**src/rtl/assert_macros.svh**
```systemverilog
// Assertion macros used by the top-level RTL file.
// Depends on nothing; bodies vanish when SYNTH is defined.
`ifndef ASSERT_MACROS_SVH
`define ASSERT_MACROS_SVH
`ifndef SYNTH
`define ASSERT_IMPL(label, ck, rn, ante, cons) \
    label: assert property (@(posedge ck) disable iff (!rn) (ante) |-> (cons)) \
        else $error("assertion failed");
`define ASSERT_AFTER(label, ck, rn, ante, n, cons) \
    label: assert property (@(posedge ck) disable iff (!rn) (ante) |-> ##n (cons)) \
        else $error("assertion failed");
`else
`define ASSERT_IMPL(label, ck, rn, ante, cons)
`define ASSERT_AFTER(label, ck, rn, ante, n, cons)
`endif
`endif

```
**src/rtl/qrp_pkg.sv**
```systemverilog
// Constants and elaboration-time helpers for the quaternion to roll/pitch block.
// Depends on nothing.
package qrp_pkg;

    localparam int CORDIC_STEPS_DEF = 16;
    localparam int FRAC_BITS_DEF    = 14;
    localparam int OUT_FRAC         = 13;
    localparam int ROLL_MAX         = 25736;
    localparam int PITCH_MAX        = 12868;
    localparam int SQRT_STEPS       = 29;   // root bits 28 down to 0
    localparam int SQ_W             = 59;   // remainder / trial width
    localparam int S_W              = 30;   // saturated asin argument, Q28
    localparam int VEC_W            = 38;   // CORDIC vector width, Q28 scale
    localparam logic signed [63:0] PI_QUARTER_Q60 = 64'sh0C90FDAA22168C23;

    // shift-subtract division, constants only
    function automatic logic [63:0] udiv64(input logic [63:0] n, input logic [63:0] d);
        logic [64:0] r;
        logic [63:0] q;
        r = '0;
        q = '0;
        for (int b = 63; b >= 0; b--) begin
            r = {r[63:0], n[b]};
            if (r >= {1'b0, d}) begin
                r = r - {1'b0, d};
                q[b] = 1'b1;
            end
        end
        return q;
    endfunction

    function automatic logic signed [63:0] atan_q60(input int i);
        logic signed [63:0] acc;
        logic signed [63:0] t;
        int e;
        acc = '0;
        if (i == 0) begin
            return PI_QUARTER_Q60;
        end
        for (int k = 0; k < 32; k++) begin
            e = i * (2 * k + 1);
            if (e <= 60) begin
                t = signed'(udiv64(64'd1 << (60 - e), 64'(2 * k + 1)));
                if (k % 2 == 1) acc = acc - t;
                else acc = acc + t;
            end
        end
        return acc;
    endfunction

    function automatic logic signed [63:0] round_q60(input logic signed [63:0] q, input int fb);
        logic signed [63:0] one;
        one = 64'sd1;
        return (q + (one <<< (59 - fb))) >>> (60 - fb);
    endfunction

endpackage

```
**src/rtl/qrp_cordic_cell.sv**
```systemverilog
// One vectoring CORDIC rotation: turn toward y = 0 and accumulate the angle.
// Depends on qrp_pkg.
module qrp_cordic_cell #(
    parameter int                 ANG_W    = 18,
    parameter int                 SHIFT    = 0,
    parameter logic signed [63:0] ATAN_VAL = 64'sd0
) (
    input  logic                              clk,
    input  logic signed [qrp_pkg::VEC_W-1:0]  x_in,
    input  logic signed [qrp_pkg::VEC_W-1:0]  y_in,
    input  logic signed [ANG_W-1:0]           z_in,
    input  logic                              zero_in,
    output logic signed [qrp_pkg::VEC_W-1:0]  x_reg,
    output logic signed [qrp_pkg::VEC_W-1:0]  y_reg,
    output logic signed [ANG_W-1:0]           z_reg,
    output logic                              zero_reg
);
    localparam logic signed [ANG_W-1:0] ATAN = ATAN_VAL[ANG_W-1:0];

    logic signed [qrp_pkg::VEC_W-1:0] dx;
    logic signed [qrp_pkg::VEC_W-1:0] dy;

    assign dx = y_in >>> SHIFT;
    assign dy = x_in >>> SHIFT;

    always_ff @(posedge clk)
    begin
        // zero y counts as positive
        if (y_in[qrp_pkg::VEC_W-1])
        begin
            x_reg <= x_in - dx;
            y_reg <= y_in + dy;
            z_reg <= z_in - ATAN;
        end
        else
        begin
            x_reg <= x_in + dx;
            y_reg <= y_in - dy;
            z_reg <= z_in + ATAN;
        end
        zero_reg <= zero_in;
    end
endmodule

```
**config.mk**
```make
export PLATFORM = sky130hd
export DESIGN_NAME = qrp_cordic_cell
export DESIGN_NICKNAME = d
export VERILOG_FILES = /design/src/rtl/assert_macros.svh /design/src/rtl/qrp_pkg.sv /design/src/rtl/qrp_cordic_cell.sv
export SDC_FILE = /design/constraint.sdc
export NUM_CORES = 1
export LEC_CHECK = 0
export ABC_CLOCK_PERIOD_IN_PS = 4150
export BUFFER_PORTS_ARGS = -buffer_cell sky130_fd_sc_hd__buf_2
export CAP_MARGIN = 10
export CORE_MARGIN = 5
export CORE_UTILIZATION = 32
export CTS_CLUSTER_DIAMETER = 150
export CTS_CLUSTER_SIZE = 12
export DETAILED_ROUTE_END_ITERATION = 12
export MAX_ROUTING_LAYER = met4
export PLACE_DENSITY = 0.57
export SLEW_MARGIN = 20
export SYNTH_ARGS = -nofsm -noshare
export SYNTH_HDL_FRONTEND = slang
export SYNTH_SLANG_ARGS = --single-unit
```
**constraint.sdc**
```tcl
create_clock -name clk -period 4.15 [get_ports clk]
set_input_delay 0.83 -clock clk [delete_from_list [all_inputs] [get_ports clk]]
set_output_delay 0.83 -clock clk [all_outputs]
set_load 0.05 [all_outputs]
```
==> impl_results.md <==
* Outcome: completed
* DRT antenna net count at 0
* Top cell type's share of synthesized area at 21.7%
* Routed WL at 32.2 mm
* Top Ports at 191
* Final setup fails at 0
* Antenna Cells at 0
* Clock-pin slew on the worst setup and hold paths at 80 ps
* Critical Path RT at 4400 ps
* Slew Limit Headroom at 55.0%
* Core box area at 0.0268 sq mm
* Mapped Area at 0.00867 sq mm
* Nets at 1,570
* Post-synthesis sequential area ratio at 21.7%
* Tightest Pin Transition at 666 ps
* Mean Syn Cell Area at 7.59 sq um
* First-pass GRT wire length at 49.6 mm
* Fin crit period at 3680 ps
* Pwr Total at 4.18 mW
* MaxCap Viol Count at 0
* # hold bufs at CTS at 0
* CTS tree: built
* Vias at 9,030
* Crit-path leading delay family: compound AO/OA/AOI/OAI gates
* FP Rows at 60
* Max clock buf depth at 2
* Async SR Flop Fraction at 0%
* Yosys top cell by area: dfxtp_1
* Buffers on Ports at 190
* Starting DRC count in detailed routing at 701
* Main synth FF type: dfxtp_1
* GRT overflow at 0
* WHS at 555 ps
* H-tree level count at 3
* CP Launch Point: x_in[4]
* Hold Path Class: in2reg
* CP max stage cell: a211oi_1
* Setup bufs post-CTS at 0
* Worst setup EP type: register
* CP Max Fanout at 10
* Finished Core Util at 39.7%
* Syn Inst Count at 1,142
* Pwr Density at 393 mW/mm^2
* Starting Density at 32.3%
* VDD IR max at 194 uV
* Yosys warns at 0
* Leakage at 5.03 nW
* Critical path arrival at 3930 ps
* Max-slew violation count at 0
* WS Path Type: in2reg
* WL per Instance at 18.8 microns
* Die width at 175 microns
* Highest Clock Rate at 272 MHz
* TNS Setup at 0 ps
* Initial antenna violation count at 0
* Layout cells sized above 1 at 21.7%
* Pre-CTS WS at 74.2 ps
* Pin count of the biggest net entering global routing at 50
* Netlist cell types at 71
* Syn_nets at 1,352
* Synth Register Bits at 94
* RSZ-0062 raised after global routing: no
* CTS resizes at 0
* Number of CTS-inserted buffers at 9
* EDFF count, synth at 0
* Critical Path Start Type: primary input
* Count leader, synth: a21oi_1
* Die area at 0.0305 sq mm
* Area contributors post-synth: dfxtp_1 (22%), ha_1 (16%), a21oi_1 (8.2%), xnor2_1 (6.7%), inv_1 (5.2%)
* DRC violations left at 0
* Post-route worst setup slack at 468 ps
* Worst path max stage delay at 510 ps
* Largest register FFs at 38
* WP buf/inv at 3
* Synthesis-to-finish area growth at 22.8%
* GP Congestion at 0.971
* HPWL reported at the end of detailed placement at 26.5 mm
* Die Y at 175 microns
* Total track usage at 20.8%
* Drt via density at 5.29
* Clock Sinks at 94
* Vias in the first global route at 8,962
* Router iterations before antenna repair at 5
* Worst-path cell chain: buf_2 > inv_1 > ha_1 > buf_4 > nand4_1 > a211oi_1 > a2111oi_2 > o31ai_1 > o31ai_2 > o41a_1 > nor2_1 > o2bb2ai_1 > xnor2_1
* Hold Startpoint: z_in[11]
* Final Hold Vio Count at 0
* Part of the cycle the worst path needs at 88.7%
* Commonest cells post-synth: a21oi_1 (142), inv_1 (120), ha_1 (111), dfxtp_1 (94), nor2_1 (87)
* Root buffer cell: clkbuf_16
==> final cells by class <==
type                            count  area (sq um)
Clock inverter                      7          85.1
Multi-Input combinational cell    875          6100
Fill cell                        2847         16200
Sequential cell                    94          1880
Inverter                          122           458
Timing Repair Buffer              258          1460
Tap cell                          341           427
Clock buffer                        9           225
==> layer usage <==
layer	global-route usage, %	share of wire (%)
met3	2.59	6.0
met4	4.29	1.4
met2	33.6	46
met1	28.2	47
met5	-	0
==> path summary, 6_finish.rpt <==
path                        end  cells past startpoint  slack, ps
worst min-delay path  z_reg[11]                      1        560
worst max-delay path  x_reg[35]                     13        470
==> layout by cell type, fill, tap and decap left out, drive strengths merged, types with 5 or more instances in the layout <==
| master | synthesis | final |
|---|---|---|
| a2111o | 6 | 6 |
| a2111oi | 5 | 5 |
| a211oi | 12 | 12 |
| o21ai | 84 | 84 |
| o31a | 7 | 7 |
| nor2 | 87 | 87 |
| o211ai | 8 | 8 |
| nand3 | 27 | 27 |
| clkbuf | 21 | 9 |
| dfxtp | 94 | 94 |
| nor2b | 16 | 16 |
| buf | 30 | 258 |
| mux2i | 14 | 14 |
| o31ai | 14 | 14 |
| a21boi | 6 | 6 |
| inv | 120 | 125 |
| a21o | 20 | 20 |
| nor3 | 19 | 19 |
| xor2 | 6 | 6 |
| or3 | 5 | 5 |
| xnor2 | 66 | 66 |
| o21a | 14 | 14 |
| nand4 | 19 | 19 |
| ha | 111 | 111 |
| a21oi | 142 | 142 |
| nor4 | 9 | 9 |
| o21bai | 28 | 28 |
| or2 | 5 | 5 |
| nand2 | 67 | 67 |
| nand2b | 11 | 11 |
| a31oi | 7 | 7 |
==> stage by stage <==
step / cell area [sq um] / std cells
4_1_cts: 10600 / 1706
3_3_place_gp: 10300 / 1690
3_5_place_dp: 10300 / 1690
2_1_floorplan: 8670 / 1142
5_1_grt: 10600 / 1706
6_report: 10600 / 1706
==> power breakdown <==
group	internal, mW	switching [mW]	leakage (nW)
logic	0.625	1.49	4.09
registers	1.09	0.0557	0.793
clock network	0.483	0.438	0.153
total	2.20	1.99	5.03
==> logic make-up (layout without fill, tap and decap cells) <==
family	Yosys count	in the layout	share of synthesized area, %
mux	14	14	1.62
compound gates	394	394	29.2
flops	94	94	21.7
buf+inv	173	396	7.87
xor+xnor	72	72	7.28
fa+ha+maj	114	114	16.7
simple gates	281	281	15.6
(Power assumes the default switching activity.)
